==> config.mk <==
export PLATFORM = sky130hd
export DESIGN_NAME = dual_receiver_fix_selector
export DESIGN_NICKNAME = d
export VERILOG_FILES = /design/src/rtl/dfs_pkg.sv /design/src/rtl/dfs_decide.sv /design/src/rtl/dual_receiver_fix_selector.sv
export VERILOG_INCLUDE_DIRS = /design/src /design/src/rtl
export SDC_FILE = /design/constraint.sdc
export NUM_CORES = 1
export LEC_CHECK = 0
export ABC_AREA = 1
export BUFFER_PORTS_ARGS = -buffer_cell sky130_fd_sc_hd__buf_4
export CAP_MARGIN = 20
export CORE_UTILIZATION = 60
export CTS_BUF_LIST = sky130_fd_sc_hd__clkbuf_2 sky130_fd_sc_hd__clkbuf_4 sky130_fd_sc_hd__clkbuf_8
export DETAILED_ROUTE_END_ITERATION = 16
export PLACE_DENSITY_LB_ADDON = 0.12
export SLEW_MARGIN = 10
export SYNTH_ARGS = -nofsm -noshare
export SYNTH_HDL_FRONTEND = slang
export SYNTH_HIERARCHICAL = 1
export SYNTH_SLANG_ARGS = --single-unit
export TNS_END_PERCENT = 10
==> constraint.sdc <==
create_clock -name clock -period 7.62 [get_ports clock]
set_input_delay 0.381 -clock clock [delete_from_list [all_inputs] [get_ports clock]]
set_output_delay 0.381 -clock clock [all_outputs]
set_load 0.03 [all_outputs]
==> src/rtl/dual_receiver_fix_selector_defines.svh <==
// Assertion macros shared by the dual receiver fix selector RTL.
// Included by files that carry concurrent checks; depends on nothing else.
`ifndef DUAL_RECEIVER_FIX_SELECTOR_DEFINES_SVH
`define DUAL_RECEIVER_FIX_SELECTOR_DEFINES_SVH

// Same-cycle implication, checked on every rising clock outside reset
`define DRFS_ASSERT_NOW(label, clk, rst, ante, cons, msg) \
   label: assert property (@(posedge clk) disable iff (rst) (ante) |-> (cons)) \
      else $error(msg);

// Next-cycle implication, checked on every rising clock outside reset
`define DRFS_ASSERT_NEXT(label, clk, rst, ante, cons, msg) \
   label: assert property (@(posedge clk) disable iff (rst) (ante) |=> (cons)) \
      else $error(msg);

`endif

==> src/rtl/dfs_pkg.sv <==
// Package for the dual receiver fix selector: widths, codes, reset values
// and the structs passed between the top level and the decision logic.
package dfs_pkg;

   // Field widths
   localparam int unsigned ID_W    = 8;
   localparam int unsigned FIX_W   = 3;
   localparam int unsigned SATS_W  = 8;
   localparam int unsigned TIME_W  = 32;
   localparam int unsigned MODE_W  = 2;
   localparam int unsigned STALE_W = 8;
   localparam int unsigned HOLD_W  = 16;
   localparam int unsigned CSR_IDX_W  = 3;
   localparam int unsigned CSR_DATA_W = 16;

   typedef logic [MODE_W-1:0]     mode_type;
   typedef logic [CSR_IDX_W-1:0]  csr_index_type;

   // Selection modes (code 3 behaves as automatic)
   localparam mode_type MODE_PRIMARY   = 2'd0;
   localparam mode_type MODE_SECONDARY = 2'd1;
   localparam mode_type MODE_AUTO      = 2'd2;

   // Operation codes
   localparam logic OP_REPORT = 1'b0;
   localparam logic OP_CHECK  = 1'b1;

   // Fix codes
   localparam logic [FIX_W-1:0] FIX_NONE = 3'd0;
   localparam logic [FIX_W-1:0] FIX_3D   = 3'd3;

   // Register indexes
   localparam csr_index_type CSR_SELECT_MODE = 3'd0;
   localparam csr_index_type CSR_PRIMARY_ID  = 3'd1;
   localparam csr_index_type CSR_SECONDARY_ID = 3'd2;
   localparam csr_index_type CSR_OWN_SENDER  = 3'd3;
   localparam csr_index_type CSR_STALE_LIMIT = 3'd4;
   localparam csr_index_type CSR_HOLDOFF     = 3'd5;

   // Register reset values
   localparam mode_type            MODE_RESET      = MODE_AUTO;
   localparam logic [ID_W-1:0]     PRIMARY_RESET   = 8'd0;
   localparam logic [ID_W-1:0]     SECONDARY_RESET = 8'd1;
   localparam logic [ID_W-1:0]     OWN_RESET       = 8'd255;
   localparam logic [STALE_W-1:0]  STALE_RESET     = 8'd2;
   localparam logic [HOLD_W-1:0]   HOLDOFF_RESET   = 16'd5000;

   typedef struct packed {
      mode_type             select_mode;
      logic [ID_W-1:0]      primary_id;
      logic [ID_W-1:0]      secondary_id;
      logic [ID_W-1:0]      own_sender_id;
      logic [STALE_W-1:0]   stale_limit_sec;
      logic [HOLD_W-1:0]    holdoff_ms;
   } cfg_type;

   typedef struct packed {
      logic                 operation;
      logic [ID_W-1:0]      src_id;
      logic [ID_W-1:0]      rx_id;
      logic [FIX_W-1:0]     fix_kind;
      logic [SATS_W-1:0]    sat_count;
      logic [TIME_W-1:0]    now_ms;
      logic [TIME_W-1:0]    now_sec;
      logic [TIME_W-1:0]    last_msg_sec;
   } item_type;

   typedef struct packed {
      logic [ID_W-1:0]      chosen_receiver;
      logic [TIME_W-1:0]    last_switch_ms;
      logic [FIX_W-1:0]     held_fix;
      logic [SATS_W-1:0]    held_sat_count;
      logic [ID_W-1:0]      held_receiver;
   } state_type;

   typedef struct packed {
      state_type            state_next;
      logic                 run;
      logic                 taken;
      logic                 republish;
   } decision_type;

endpackage

==> src/rtl/dfs_decide.sv <==
// Decision logic of the dual receiver fix selector: staleness, own-report
// filter, receiver pick and held solution update. Depends on dfs_pkg.
module dfs_decide (
   input  dfs_pkg::cfg_type      cfg,
   input  dfs_pkg::state_type    state,
   input  dfs_pkg::item_type     item,
   output dfs_pkg::decision_type dec
);
   import dfs_pkg::*;

   logic [TIME_W-1:0] sec_age;
   logic [TIME_W-1:0] ms_since_switch;
   logic              stale;
   logic              holdoff_ok;
   logic              run;
   logic [FIX_W-1:0]  fix_eff;
   logic [ID_W-1:0]   pick;
   logic              do_switch;
   logic              take;

   // Age checks, both modulo 2^32
   assign sec_age         = item.now_sec - item.last_msg_sec;
   assign ms_since_switch = item.now_ms - state.last_switch_ms;
   assign stale      = sec_age > {{(TIME_W-STALE_W){1'b0}}, cfg.stale_limit_sec};
   assign holdoff_ok = ms_since_switch > {{(TIME_W-HOLD_W){1'b0}}, cfg.holdoff_ms};

   // A check may drop the fix; a report of our own is ignored
   assign fix_eff = (item.operation == OP_CHECK && stale) ? FIX_NONE : item.fix_kind;
   assign run     = (item.operation == OP_CHECK) || (item.src_id != cfg.own_sender_id);

   // Receiver pick
   always_comb begin
      do_switch = 1'b0;
      pick      = state.chosen_receiver;
      case (cfg.select_mode)
         MODE_PRIMARY: begin
            pick = cfg.primary_id;
         end
         MODE_SECONDARY: begin
            pick = cfg.secondary_id;
         end
         default: begin
            if (fix_eff > state.held_fix) begin
               pick = item.rx_id;
            end else if (state.held_fix > fix_eff) begin
               pick = state.held_receiver;
            end else if (holdoff_ok) begin
               // equal fix: more satellites wins after the hold-off
               if (item.sat_count > state.held_sat_count) begin
                  pick      = item.rx_id;
                  do_switch = 1'b1;
               end else if (state.held_sat_count > item.sat_count) begin
                  pick      = state.held_receiver;
                  do_switch = 1'b1;
               end
            end
         end
      endcase
   end

   assign take = run && (item.rx_id == pick);

   // Next state and flags
   always_comb begin
      dec.state_next = state;
      if (run) begin
         dec.state_next.chosen_receiver = pick;
      end
      if (run && do_switch) begin
         dec.state_next.last_switch_ms = item.now_ms;
      end
      if (take) begin
         dec.state_next.held_fix       = fix_eff;
         dec.state_next.held_sat_count = item.sat_count;
         dec.state_next.held_receiver  = item.rx_id;
      end
      dec.run       = run;
      dec.taken     = take;
      dec.republish = take && (item.operation == OP_REPORT);
   end

endmodule

==> src/rtl/dual_receiver_fix_selector.sv <==
// Top level of the dual receiver fix selector: input word register, state,
// result register and configuration registers. Depends on dfs_pkg, dfs_decide
// and dual_receiver_fix_selector_defines.svh.
//
//   channel  direction  handshake               payload
//   req_     in         req_valid / req_stall   operation .. last_msg_sec
//   rsp_     out        rsp_valid / rsp_stall   chosen_id .. fix_valid
//   csr_     in         csr_valid / csr_ready   csr_index, csr_wdata
//
// One word per cycle sustained while rsp_stall is low; an accepted word passes through the input register,
// then the decision and state update into the result register.
// The state update of one word feeds the next in the following cycle.
// Reset is synchronous and active high; configuration, state and valid registers take their listed reset values.
// rsp_stall holds the result register; the input register still fills behind
// it, and req_stall rises only when both are occupied. csr_ready is always high.
module dual_receiver_fix_selector (
   input  logic                           clock,
   input  logic                           reset,
   // input words
   input  logic                           req_valid,
   output logic                           req_stall,
   input  logic                           req_operation,
   input  logic [7:0]                     req_src_id,
   input  logic [7:0]                     req_rx_id,
   input  logic [2:0]                     req_fix_kind,
   input  logic [7:0]                     req_sat_count,
   input  logic [31:0]                    req_now_ms,
   input  logic [31:0]                    req_now_sec,
   input  logic [31:0]                    req_last_msg_sec,
   // result words
   output logic                           rsp_valid,
   input  logic                           rsp_stall,
   output logic [7:0]                     rsp_chosen_id,
   output logic                           rsp_taken,
   output logic                           rsp_republish,
   output logic [2:0]                     rsp_current_fix,
   output logic                           rsp_fix_valid,
   // configuration writes
   input  logic                           csr_valid,
   output logic                           csr_ready,
   input  dfs_pkg::csr_index_type         csr_index,
   input  logic [dfs_pkg::CSR_DATA_W-1:0] csr_wdata
);
   import dfs_pkg::*;
   `include "dual_receiver_fix_selector_defines.svh"

   cfg_type              cfg_ff,       cfg_in;
   item_type             item_ff,      item_in;
   logic                 in_valid_ff,  in_valid_in;
   state_type            state_ff,     state_in;
   logic                 out_valid_ff, out_valid_in;
   logic [ID_W-1:0]      chosen_ff,    chosen_in;
   logic                 taken_ff,     taken_in;
   logic                 repub_ff,     repub_in;
   logic [FIX_W-1:0]     fix_ff,       fix_in;
   decision_type         dec;
   logic                 advance;
   logic                 req_take;

   assign csr_ready = 1'b1;

   // Configuration registers
   always_comb begin
      cfg_in = cfg_ff;
      if (csr_valid && csr_ready) begin
         case (csr_index)
            CSR_SELECT_MODE:  cfg_in.select_mode     = csr_wdata[MODE_W-1:0];
            CSR_PRIMARY_ID:   cfg_in.primary_id      = csr_wdata[ID_W-1:0];
            CSR_SECONDARY_ID: cfg_in.secondary_id    = csr_wdata[ID_W-1:0];
            CSR_OWN_SENDER:   cfg_in.own_sender_id   = csr_wdata[ID_W-1:0];
            CSR_STALE_LIMIT:  cfg_in.stale_limit_sec = csr_wdata[STALE_W-1:0];
            CSR_HOLDOFF:      cfg_in.holdoff_ms      = csr_wdata[HOLD_W-1:0];
            default: ;
         endcase
      end
   end

   // Handshake: the input word moves on when the result register is free
   assign advance   = in_valid_ff && (!out_valid_ff || !rsp_stall);
   assign req_stall = in_valid_ff && !advance;
   assign req_take  = req_valid && !req_stall;

   // Input word register
   always_comb begin
      in_valid_in = req_take || (in_valid_ff && !advance);
      item_in     = item_ff;
      if (req_take) begin
         item_in.operation    = req_operation;
         item_in.src_id       = req_src_id;
         item_in.rx_id        = req_rx_id;
         item_in.fix_kind     = req_fix_kind;
         item_in.sat_count    = req_sat_count;
         item_in.now_ms       = req_now_ms;
         item_in.now_sec      = req_now_sec;
         item_in.last_msg_sec = req_last_msg_sec;
      end
   end

   dfs_decide u_decide (
      .cfg   (cfg_ff),
      .state (state_ff),
      .item  (item_ff),
      .dec   (dec)
   );

   // State and result register
   always_comb begin
      state_in     = advance ? dec.state_next : state_ff;
      out_valid_in = advance || (out_valid_ff && rsp_stall);
      chosen_in    = chosen_ff;
      taken_in     = taken_ff;
      repub_in     = repub_ff;
      fix_in       = fix_ff;
      if (advance) begin
         chosen_in = dec.state_next.chosen_receiver;
         taken_in  = dec.taken;
         repub_in  = dec.republish;
         fix_in    = dec.state_next.held_fix;
      end
   end

   always_ff @(posedge clock) begin
      if (reset) begin
         cfg_ff.select_mode     <= MODE_RESET;
         cfg_ff.primary_id      <= PRIMARY_RESET;
         cfg_ff.secondary_id    <= SECONDARY_RESET;
         cfg_ff.own_sender_id   <= OWN_RESET;
         cfg_ff.stale_limit_sec <= STALE_RESET;
         cfg_ff.holdoff_ms      <= HOLDOFF_RESET;
         state_ff.chosen_receiver <= PRIMARY_RESET;
         state_ff.last_switch_ms  <= '0;
         state_ff.held_fix        <= FIX_NONE;
         state_ff.held_sat_count  <= '0;
         state_ff.held_receiver   <= '0;
         in_valid_ff  <= 1'b0;
         out_valid_ff <= 1'b0;
      end else begin
         cfg_ff       <= cfg_in;
         state_ff     <= state_in;
         in_valid_ff  <= in_valid_in;
         out_valid_ff <= out_valid_in;
      end
   end

   // Payload registers, no reset
   always_ff @(posedge clock) begin
      item_ff   <= item_in;
      chosen_ff <= chosen_in;
      taken_ff  <= taken_in;
      repub_ff  <= repub_in;
      fix_ff    <= fix_in;
   end

   assign rsp_valid       = out_valid_ff;
   assign rsp_chosen_id   = chosen_ff;
   assign rsp_taken       = taken_ff;
   assign rsp_republish   = repub_ff;
   assign rsp_current_fix = fix_ff;
   assign rsp_fix_valid   = (fix_ff >= FIX_3D);

   // Checks
   `DRFS_ASSERT_NOW(a_repub_taken, clock, reset, rsp_valid && rsp_republish, rsp_taken, "republish without take")
   `DRFS_ASSERT_NEXT(a_taken_held, clock, reset, advance && dec.taken, state_ff.held_receiver == state_ff.chosen_receiver, "taken word not held as chosen")
   `DRFS_ASSERT_NEXT(a_held_word, clock, reset, in_valid_ff && !advance, in_valid_ff && $stable(item_ff), "input word lost while blocked")
   `DRFS_ASSERT_NEXT(a_forced_primary, clock, reset, advance && dec.run && cfg_ff.select_mode == MODE_PRIMARY, state_ff.chosen_receiver == $past(cfg_ff.primary_id), "forced primary not chosen")
   `DRFS_ASSERT_NEXT(a_result_kept, clock, reset, out_valid_ff && rsp_stall, out_valid_ff && $stable(chosen_ff) && $stable(fix_ff), "stalled result overwritten")

endmodule
# After elaboration in Yosys (flattened, before gate mapping)
# Cells that the tools add are included.
# word_totals
register_bits	248
in_bits	148
output_inout_bits	17
elab_cells	85
# classes
add_sub_neg	2
magnitude_cmp	7
eq_ne	8
n_mux	15
n_bitwise	1
reduce_logical	27
# op_table
operator	n
$sub 32x32->32	2
$mux 8	6
$gt 32x16->1	1
$gt 32x8->1	1
$mux 19	1
$gt 8x8->1	2
$pmux 8 s2	1
$reduce_and 2->1	8
$eq 8x8->1	1
$logic_and 1x1->1	8
$ne 8x8->1	1
$eq 3x2->1 const B	2
$eq 3x3->1 const B	2
$gt 3x3->1	2
$mux 1	6
$logic_not 1->1	4
$logic_or 1x1->1	4
$eq 3x1->1 const B	1
$ge 3x2->1 const B	1
$logic_not 3->1	1
$mux 3	1
$eq 2x1->1 const B	1
$logic_not 2->1	1
$reduce_or 2->1	1
$not 1->1	1

# Logic depth before layout (Yosys ltp)
# depth
ltp_word	11
ltp_mapped	40
mapped_depth_nobuf	39

# Hierarchy
# The synthesis kept the hierarchy.
# modules_own_cells
mod	n_inst	cells_per_inst	area_per_inst_um2	seq_area_each_um2
dual_receiver_fix_selector	1	691	8187.9	6336.1
dfs_decide	1	1457	7315.8	0.0

# Least setup slack after synthesis
# OpenSTA, ideal clock, no wires.
# synth_timing
path_kind	reg2reg
startpoint	register item_ff[0] (netlist name)
endpoint	register state_ff[16] (netlist name)
setup_ns	0.064
t_arrival_ns	4.569
required_time_ns	7.556
path_slack_ns	2.987
stages_incl_launch_ff	36
path_buffers	1
period_less_slack_ns	4.633
path_cell_list	edfxtp_1 > ha_1 > fa_1 > o21ai_0 > a21oi_1 > nor2_1 > nor2_1 > o21ai_0 > nand4_1 > nand2_1 > xor2_1 > nor2_1 > nand2_1 > nor2_1 > nand3_1 > nand3_1 > nand2_1 > ha_1 > a31oi_1 > nand2_1 > inv_1 > nor2_1 > inv_1 > nand3_1 > nand2_1 > nand2_1 > nand2_2 > nand2_1 > nand2_1 > nand3_2 > nor2_4 > buf_6 > nand3_1 > nand2_1 > o21ai_0 > nor2_1
# synth_rtl
element	line	text
from (decl)	dual_receiver_fix_selector.sv:48	item_type item_ff, item_in;
from (signal assigned)	dual_receiver_fix_selector.sv:147	item_ff <= item_in;
to (signal assigned)	dual_receiver_fix_selector.sv:139	state_ff <= state_in;
to (decl)	dual_receiver_fix_selector.sv:50	state_type state_ff, state_in;

==> flow_metrics.env <==
export IMPL_power_leakage_nw=9.422
export IMPL_seq_area_um2=6336
export IMPL_status="finished clean"
export IMPL_drc_errors=0
export IMPL_synthesis_area_um2=15500
export IMPL_dr_pass1_iters=5
export IMPL_relSlewSlack_pct=25.29
export IMPL_hold_violations=0
export IMPL_critical_path_top_delay_family="simple AND/OR/NAND/NOR gates"
export IMPL_cts_buffer_depth=3
export IMPL_cap_violations=0
export IMPL_period_share_pct=90.35
export IMPL_gp_congestion=0.9440
export IMPL_diodes=0
export IMPL_totalWireLength_um=45640
export IMPL_io_buffer_count=163
export IMPL_antenna_found_initial=0
export IMPL_avgSynthCellArea_um2=7.218
export IMPL_nFillCells=1854
export IMPL_setup_tns_ns=0
export IMPL_rows=58
export IMPL_cts_tree="done"
export IMPL_dp_cells=2599
export IMPL_die_area_um2=26470
export IMPL_start_kind="register"
export IMPL_critPathMaxStageDelay_ns=0.83
export IMPL_h_tree_depth=2
export IMPL_clock_fmax_ghz=0.1453
export IMPL_power_per_cell_area_nw_per_um2=200.3
export IMPL_die_y_um=162.7
export IMPL_syn_nets=2394
export IMPL_cp_end_kind="register"
export IMPL_stdcell_area_um2=19130
export IMPL_pin_count=165
export IMPL_layout_drive_gt1_share_pct=11.56
export IMPL_cts_sinks=248
export IMPL_post_place_ws_ns=1.072
export IMPL_global_route_overflow_total=0
export IMPL_rsz0062_at_grt="no"
export IMPL_grt_max_degree=110
export IMPL_mostFrequentLayoutCells="nand2_1, nor2_1, inv_1"
export IMPL_vias=15320
export IMPL_place_hpwl_um=30570
export IMPL_fin_ws_ns=0.7355
export IMPL_ff2ff_setup_slack_ns=0.74
export IMPL_numCtsBuffers=43
export IMPL_layout_cells_non_filler=2804
export IMPL_crit_top_cell="nand2_1"
export IMPL_multi_input_area_um2=7696
export IMPL_nets=2688
export IMPL_final_util_pct=75.73
export IMPL_slew_viol_final=0
export IMPL_worst_ep_required_time_ns=8.07
export IMPL_via_per_inst=5.465
export IMPL_tightest_slew_ns=1.121
export IMPL_cts_setup_buffers=0
export IMPL_die_x_um=162.7
export IMPL_place_area_um2=16950
export IMPL_arrival_ns=7.33
export IMPL_wl_per_cell_um=16.28
export IMPL_grt_pass1_wl_um=71840
export IMPL_fin_total_pwr_mw=3.830
export IMPL_grt_pass1_vias=15050
export IMPL_drtIter0Drc=1260
export IMPL_cp_slowest_cell="nand4_1"
export IMPL_start_util_pct=61.36
export IMPL_finalClockSkew_ns=0.02656
export IMPL_timing_hold_ws_ns=0.03806
export IMPL_cts_root_buffer="clkbuf_8"
export IMPL_clk_latency_ns=0.57
export IMPL_critical_path_class="reg2reg"
export IMPL_setup_violations_final=0
export IMPL_yosysWarningCount=6
export IMPL_cts_resized=0
export IMPL_clk_pin_slew_ns=0.07
export IMPL_syn_to_final_growth_pct=23.42
export IMPL_critPathBufInv=2
export IMPL_grtUsageTotal_pct=34.28
export IMPL_final_common_cell="nand2_1"
export IMPL_period_needed_ns=6.885
export IMPL_syn_inst=2147
export IMPL_postRouteAntennaNets=0
export IMPL_path_max_fanout=21
export IMPL_hold_path_class="in2reg"
export IMPL_ir_drop_uv=155.4
export IMPL_fp_coreArea_um2=25250
[sequential cells by signal, indices dropped and copies added, names as in the netlist]
name             cells
in_valid_ff          1
rsp_chosen_id        8
rsp_republish        1
rsp_taken            1
item_ff            124
rsp_valid            1
state_ff            59
cfg_ff              50
rsp_current_fix      3
[worst min-delay path: stages]
cell and delay, ns:
buf_4 0.08, nand2_1 0.05, nand3_1 0.07
[final cells by class]
cell class / count / area share (%)
Inverter: 333 / 6.548
Timing Repair Buffer: 294 / 13.26
Sequential cell: 248 / 33.13
Multi-Input combinational cell: 1521 / 40.24
Clock buffer: 60 / 3.794
Clock inverter: 18 / 0.8701
Tap cell: 330 / 2.159
[power breakdown]
group	switching (mW)	total (mW)	internal, mW
logic	0.619	0.999	0.380
registers	0.0468	1.55	1.50
clock network	0.565	1.29	0.721
total	1.23	3.83	2.60
[repair_timing]
action,CTS,global route
endpoints found under the setup margin,0,0
endpoints found under the hold margin,125,1
hold buffers,124,1
[worst paths after layout]
| check | start | end | depth (start not counted) |
|---|---|---|---|
| max | item_ff[34]$_DFFE_PP_ | state_ff[16]$_SDFFE_PP0P_ | 33 |
| min reg2reg | cfg_ff[3]$_SDFFE_PP1P_ | cfg_ff[3]$_SDFFE_PP1P_ | 2 |
| min | csr_wdata[8] | cfg_ff[8]$_SDFFE_PP1P_ | 3 |
| max reg2reg | item_ff[34]$_DFFE_PP_ | state_ff[16]$_SDFFE_PP0P_ | 33 |
[layer usage]
layer | track usage [%] | up-vias | share of wire, %
li1 | - | 7458 | -
met1 | 39.14 | 6990 | 38
met2 | 60.70 | 699 | 49
met3 | 5.755 | 176 | 7.6
met4 | 18.99 | 0 | 5.2
met5 | 0 | - | 0
Note: power is estimated with default switching activity, not from simulation.
